--- src/rtl/core/cpcb_pkg.sv ---
// ----------------------------------------------------------------------------
// cpcb_pkg
// shared constants and types of the cyclic permutation chain builder
// ----------------------------------------------------------------------------
package cpcb_pkg;

    localparam int MAX_LINES  = 4096;
    localparam int LINE_BITS  = $clog2(MAX_LINES);
    localparam int CNT_BITS   = LINE_BITS + 1;
    localparam int ADDR_BITS  = 40;
    localparam int ARENA_BITS = 41;
    localparam int SEED_BITS  = 64;
    localparam int STEP_BITS  = 7;

    localparam logic [SEED_BITS-1:0] SEED_RESET = 64'h9E37_79B9_7F4A_7C15;

    localparam logic [7:0] REG_SEED   = 8'd0;
    localparam logic [7:0] REG_LINES  = 8'd1;
    localparam logic [7:0] REG_STRIDE = 8'd2;
    localparam logic [7:0] REG_ARENA  = 8'd3;

    localparam logic CMD_BUILD = 1'b0;
    localparam logic CMD_READ  = 1'b1;

    localparam logic [1:0] ST_OK        = 2'd0;
    localparam logic [1:0] ST_NOT_BUILT = 2'd1;
    localparam logic [1:0] ST_RANGE     = 2'd2;

    typedef struct packed {
        logic                  start;
        logic [SEED_BITS-1:0]  dividend;
        logic [ARENA_BITS-1:0] divisor;
        logic [STEP_BITS-1:0]  steps;
    } div_req_t;

    typedef struct packed {
        logic                  done;
        logic [ARENA_BITS-1:0] rem;
    } div_rsp_t;

endpackage

--- src/rtl/core/cpcb_divider.sv ---
// ----------------------------------------------------------------------------
// cpcb_divider
// shared restoring remainder unit, one dividend bit per cycle from the top
// ----------------------------------------------------------------------------
module cpcb_divider
    import cpcb_pkg::*;
(
    input  logic     clk,
    input  logic     rst_n,
    input  div_req_t req,
    output div_rsp_t rsp
);

    logic                  busy_reg, busy_next;
    logic                  done_reg, done_next;
    logic [STEP_BITS-1:0]  cnt_reg, cnt_next;
    logic [ARENA_BITS-1:0] rem_reg, rem_next;
    logic [ARENA_BITS-1:0] div_reg, div_next;
    logic [SEED_BITS-1:0]  dvd_reg, dvd_next;
    logic [ARENA_BITS:0]   trial;

    assign trial = {rem_reg, dvd_reg[SEED_BITS-1]};

    always_comb
    begin
        busy_next = busy_reg;
        done_next = 1'b0;
        cnt_next  = cnt_reg;
        rem_next  = rem_reg;
        div_next  = div_reg;
        dvd_next  = dvd_reg;
        if (req.start)
        begin
            busy_next = 1'b1;
            cnt_next  = req.steps;
            rem_next  = '0;
            div_next  = req.divisor;
            dvd_next  = req.dividend;
        end
        else if (busy_reg)
        begin
            // partial remainder stays below the divisor, so one compare suffices
            if (trial >= {1'b0, div_reg})
                rem_next = ARENA_BITS'(trial - {1'b0, div_reg});
            else
                rem_next = trial[ARENA_BITS-1:0];
            dvd_next = {dvd_reg[SEED_BITS-2:0], 1'b0};
            cnt_next = cnt_reg - 1'b1;
            if (cnt_reg == STEP_BITS'(1))
            begin
                busy_next = 1'b0;
                done_next = 1'b1;
            end
        end
    end

    always_ff @(posedge clk or negedge rst_n)
    begin
        if (!rst_n)
        begin
            busy_reg <= 1'b0;
            done_reg <= 1'b0;
            cnt_reg  <= '0;
        end
        else
        begin
            busy_reg <= busy_next;
            done_reg <= done_next;
            cnt_reg  <= cnt_next;
        end
    end

    always_ff @(posedge clk)
    begin
        rem_reg <= rem_next;
        div_reg <= div_next;
        dvd_reg <= dvd_next;
    end

    assign rsp.done = done_reg;
    assign rsp.rem  = rem_reg;

endmodule

--- config.mk ---
export PLATFORM = sky130hd
export DESIGN_NAME = cpcb_divider
export DESIGN_NICKNAME = d
export VERILOG_FILES = /design/src/rtl/core/cpcb_pkg.sv /design/src/rtl/core/cpcb_divider.sv
export SDC_FILE = /design/constraint.sdc
export NUM_CORES = 1
export LEC_CHECK = 0
export ABC_AREA = 1
export ABC_CLOCK_PERIOD_IN_PS = 3900
export BUFFER_PORTS_ARGS = -buffer_cell sky130_fd_sc_hd__buf_2
export CAP_MARGIN = 30
export CORE_ASPECT_RATIO = 1.2
export CORE_MARGIN = 2
export CORE_UTILIZATION = 57
export DETAILED_ROUTE_END_ITERATION = 10
export HOLD_SLACK_MARGIN = 0.15
export PLACE_DENSITY_LB_ADDON = 0.15
export SKIP_LAST_GASP = 1
export SYNTH_ARGS = -nofsm -noshare
export SYNTH_HDL_FRONTEND = slang
export SYNTH_SLANG_ARGS = --single-unit
--- constraint.sdc ---
create_clock -name clk -period 3.9 [get_ports clk]
set_input_delay 0.39 -clock clk [delete_from_list [all_inputs] [get_ports clk]]
set_output_delay 0.39 -clock clk [all_outputs]
set_load 0.1 [all_outputs]
Yosys cells after proc, flatten, opt, wreduce, memory -nomap -nowiden --
Index checks and enable logic that the tools add are counted. Widths: inputs -> output; s select.
Operators by class: order comparisons 1, eq/ne operators 1, reduce and logical (&&, ||, !) cells 1, add/sub/neg operators 2, muxes and demuxes 11
Operator list (number):
- $mux 64 | 2
- $ge 42x41->1 | 1
- $mux 41 | 1
- $sub 41x41->41 | 1
- $mux 7 | 2
- $eq 7x1->1 const B | 1
- $sub 7x1->7 const B | 1
- $mux 1 | 6
- $reduce_bool 2->1 | 1
Storage, ports and cells: input port bits 115, register bits after elaboration 155

Depth between registers and ports, before layout --
depth in word-level cells 4, gate-level depth with buffers 17, depth with buffers taken out 16

Worst setup path after synthesis --
No wires, ideal clock.
path kind input port to flip-flop, start input port req[112] in the netlist's numbering, end register dvd_reg[0], enable pin, buffers on the path 1, required time 3446 ps, setup time 454 ps, stages 3, data arrival time 2447 ps, slack 999 ps, cell sequence nor2_1 > inv_1 > clkbuf_1
On the way: longest elaborated chain between the ends 1
Ends and longest elaborated chain:
- start: declaration | RTL line cpcb_divider.sv:10 | input div_req_t req,
- $reduce_bool 2->1 (no line)
- end signal: assignment | RTL line cpcb_divider.sv:77 | dvd_reg <= dvd_next;
- end: declaration | RTL line cpcb_divider.sv:19 | logic [SEED_BITS-1:0] dvd_reg, dvd_next;
Every way passes these cells. A chain may end at the register's enable or synchronous reset.

Final worst setup path --
start register dvd_reg[63], end register rem_reg[12]
On the way: longest elaborated chain between the ends 2, elaborated cells on any way between the ends 3
Ends and longest elaborated chain:
- $sub 41x41->41 / $ge 42x41->1 (equally long branches) | RTL line cpcb_divider.sv:44, cpcb_divider.sv:43
- $mux 41 (*) | RTL line cpcb_divider.sv:43 | if (trial >= {1'b0, div_reg})
- end signal: assignment | RTL line cpcb_divider.sv:75 | rem_reg <= rem_next;
- end: declaration | RTL line cpcb_divider.sv:17 | logic [ARENA_BITS-1:0] rem_reg, rem_next;
Mark *: on every way between the ends. The rest lies on a longest branch, timed or not.

==> impl_metrics.csv <==
group,metric,value,unit
logic_synthesis,netlist_top_cells_area,"edfxtp_1 (32%), nand2_1 (22%), inv_1 (8.8%), dfxtp_1 (8.3%), nand3_1 (5.7%)",
die,core-area,0.0169,sq mm
clock_tree,cts_tree,"built",
worst_setup_path,startpoint_type,"flip-flop",
sta,maxSlewHeadroom,32.7,%
logic_synthesis,syn_nets,1533,
global_routing,track_usage,28.3,%
die,die_h,148,um
sta,hold_violations,0,
logic_synthesis,yosysTopAreaCell,"edfxtp_1",
final_layout,layout.nets,1717,
worst_setup_path,r2r_cells,13,
final_layout,antennaDiodeCount,0,
final_layout,mostFrequentLayoutCell,"nand2_1",
run,max_cap_viol_count,0,
min_path,hold_depth,1,
min_path,min_path_type,"in -> reg",
routing,drc,0,
sta,fmax,0.370,GHz
worst_setup_path,path_class,"reg -> reg",
placement,place_area,0.0108,sq mm
sta,finClkSkew,13.0,ps
clock_tree,clk_pin_slew,70,ps
routing,dr.pass1.iters,5,
clock_tree,holdBufCountCts,40,
global_routing,grt_pass1_vias,8752,
worst_setup_path,cp.required,4250,ps
clock_tree,cts_max_path_buffers,2,
power_and_ir_drop,p_per_area,345,mW/mm^2
logic_synthesis,synth_cell_type_count,41,
clock_tree,cts_setup_buffers,0,
logic_synthesis,synth_top_area_share,32.0,%
worst_setup_path,crit_fanout,43,
global_routing,grt_max_degree,82,
worst_setup_path,regToRegStartpoint,"dvd_reg[63]$_DFFE_PP_",
routing,wire_per_inst,13.9,um
sta,rsz0062_at_grt,"no",
die,initial_core_util,58.3,%
final_layout,stdcell_count,1787,
final_layout,layout-drive-gt1-share,14.6,%
clock_tree,ctsResizeCount,0,
global_routing,antenna_found_initial,0,
routing,via_per_inst,5.01,
worst_setup_path,r2r_end,"rem_reg[12]$_SDFFE_PP0P_",
sta,worst_pin_slew,1010,ps
routing,drt-initial-drc-count,608,
power_and_ir_drop,vdd_drop_max,0.286,mV
routing,num_vias,8953,
placement,hpwl,18300,um
final_layout,postLayoutCellArea,0.0117,sq mm
min_path,min_to,"div_reg[3]$_DFFE_PP_",
logic_synthesis,syn_avg_cell_area,7.18,sq um
min_path,hold_path.startpoint,"req[10]",
placement,place.gp.congestion,1.02,
routing,postRouteAntennaNets,0,
logic_synthesis,ys_ff_latch,155,
sta,period_share,69.3,%
worst_setup_path,endpoint_kind,"flip-flop",
clock_tree,cts-root-buf,"clkbuf_16",
sta,final.min_clock_period,2700,ps
clock_tree,h-tree-depth,4,
logic_synthesis,netlist_area,0.00987,sq mm
final_layout,fillCellCount,1533,
sta,setup_violations,0,
sta,fin_tns_setup,0,ps
worst_setup_path,r2r_slack,1200,ps
clock_tree,clkLatencyLatePin,430,ps
placement,dpl.cell_count,1715,
routing,drt-total-wl,24900,um
clock_tree,cts.sinks,155,
logic_synthesis,synth_seq_area_share,42.6,%
placement,port_buffers,156,
logic_synthesis,ys_warn_count,0,
global_routing,overflow,0,
final_layout,area_delta_synth_final,19.0,%
logic_synthesis,syn_inst,1374,
die,die_area,0.0184,sq mm
final_layout,largest_reg_flops,64,
worst_setup_path,worstSetupStartpoint,"dvd_reg[63]$_DFFE_PP_",
power_and_ir_drop,p_total,4.05,mW
clock_tree,cts_buffers,17,
worst_setup_path,arrival,3060,ps
global_routing,grt_pass1_wl,41000,um
power_and_ir_drop,p_leak,6.45,nW
status,status,"finished clean",
sta,finalMaxSlewViolations,0,
die,ios,157,
die,row_count,52,
final_layout,layout_common_cells,"nand2_1 (572), inv_1 (229), buf_2 (155)",
die,die_x,124,um
sta,fin_hold_ws,164,ps
## synth_stat cells, drive strengths merged
library cell / n
nand2: 582
inv: 233
nand3: 117
edfxtp: 105
nor2: 80
ha: 43
dfxtp: 41
a21oi: 32
o21ai: 26
xnor2: 21
clkbuf: 19
buf: 18
nand3b: 13
dfrtp: 9
xor2: 6
nand4: 5
and2: 4
o21bai: 4
nor3: 3
o221ai: 3
a21o: 2
o211ai: 2
a22oi: 1
clkinv: 1
fa: 1
nand2b: 1
o21a: 1
o311ai: 1
## per-layer routing
metal	global-route usage [%]	routed length [um]	vias up	part of all wire [%]
li1	-	-	4633	-
met1	34.8	10400	4002	42
met2	49.2	12400	262	50
met3	4.75	1320	56	5.3
met4	11.1	804	0	3.2
met5	0	0	-	0
## critical path, cell delays in order, from the launching register on
cell	delay [ps]
edfxtp_1	370
inv_1	80
ha_1	130
inv_1	60
fa_1	440
nand3_1	130
nand3_2	110
nand2_1	120
nand3_2	110
nand2_4	440
nand2_8	290
nand2_1	130
nand3_1	70
o21ai_1	140
## area by class of cell
cell class	count	area (sq um)	area share, %
well taps	216	270	2.30
repair buffers	202	1240	10.6
multi-input cells	948	4580	39.0
clock inverters	14	146	1.25
clock buffers	18	429	3.65
flip-flops and latches	155	4200	35.7
inverters	234	878	7.48
## cell families after synthesis
| group | count (synthesis) | share of synthesized area, % |
|---|---|---|
| AND/OR/NAND/NOR | 805 | 34.3 |
| buffers and inverters | 271 | 11.1 |
| flip-flops | 155 | 42.6 |
| AO/OA/AOI/OAI | 72 | 4.06 |
| adder cells (fa/ha/maj) | 44 | 5.65 |
| XOR/XNOR | 27 | 2.40 |
## worst max path at each step
| stage | end | depth (start not counted) |
|---|---|---|
| after floorplan | dvd_reg[0]$_SDFFCE_PN0P_ | 3 |
| final | rem_reg[12]$_SDFFE_PP0P_ | 13 |
| after global placement | rem_reg[29]$_SDFFE_PP0P_ | 11 |
| after detailed placement | rem_reg[2]$_SDFFE_PP0P_ | 13 |
| after global routing | rem_reg[6]$_SDFFE_PP0P_ | 15 |
| after CTS | rem_reg[2]$_SDFFE_PP0P_ | 13 |
## stage by stage
step           setup slack [ps]  util (%)
2_1_floorplan               999         -
4_1_cts                    1220      69.4
6_report                   1200      69.4
3_5_place_dp               1230      63.7
3_3_place_gp               1320      63.6
5_1_grt                     956      69.4
## power breakdown
group	switching (mW)	total [mW]	internal, mW
Sequential	0.0409	1.93	1.89
Clock	0.771	1.63	0.855
Combinational	0.302	0.497	0.195
No activity file was read; power rests on OpenSTA's default activity.
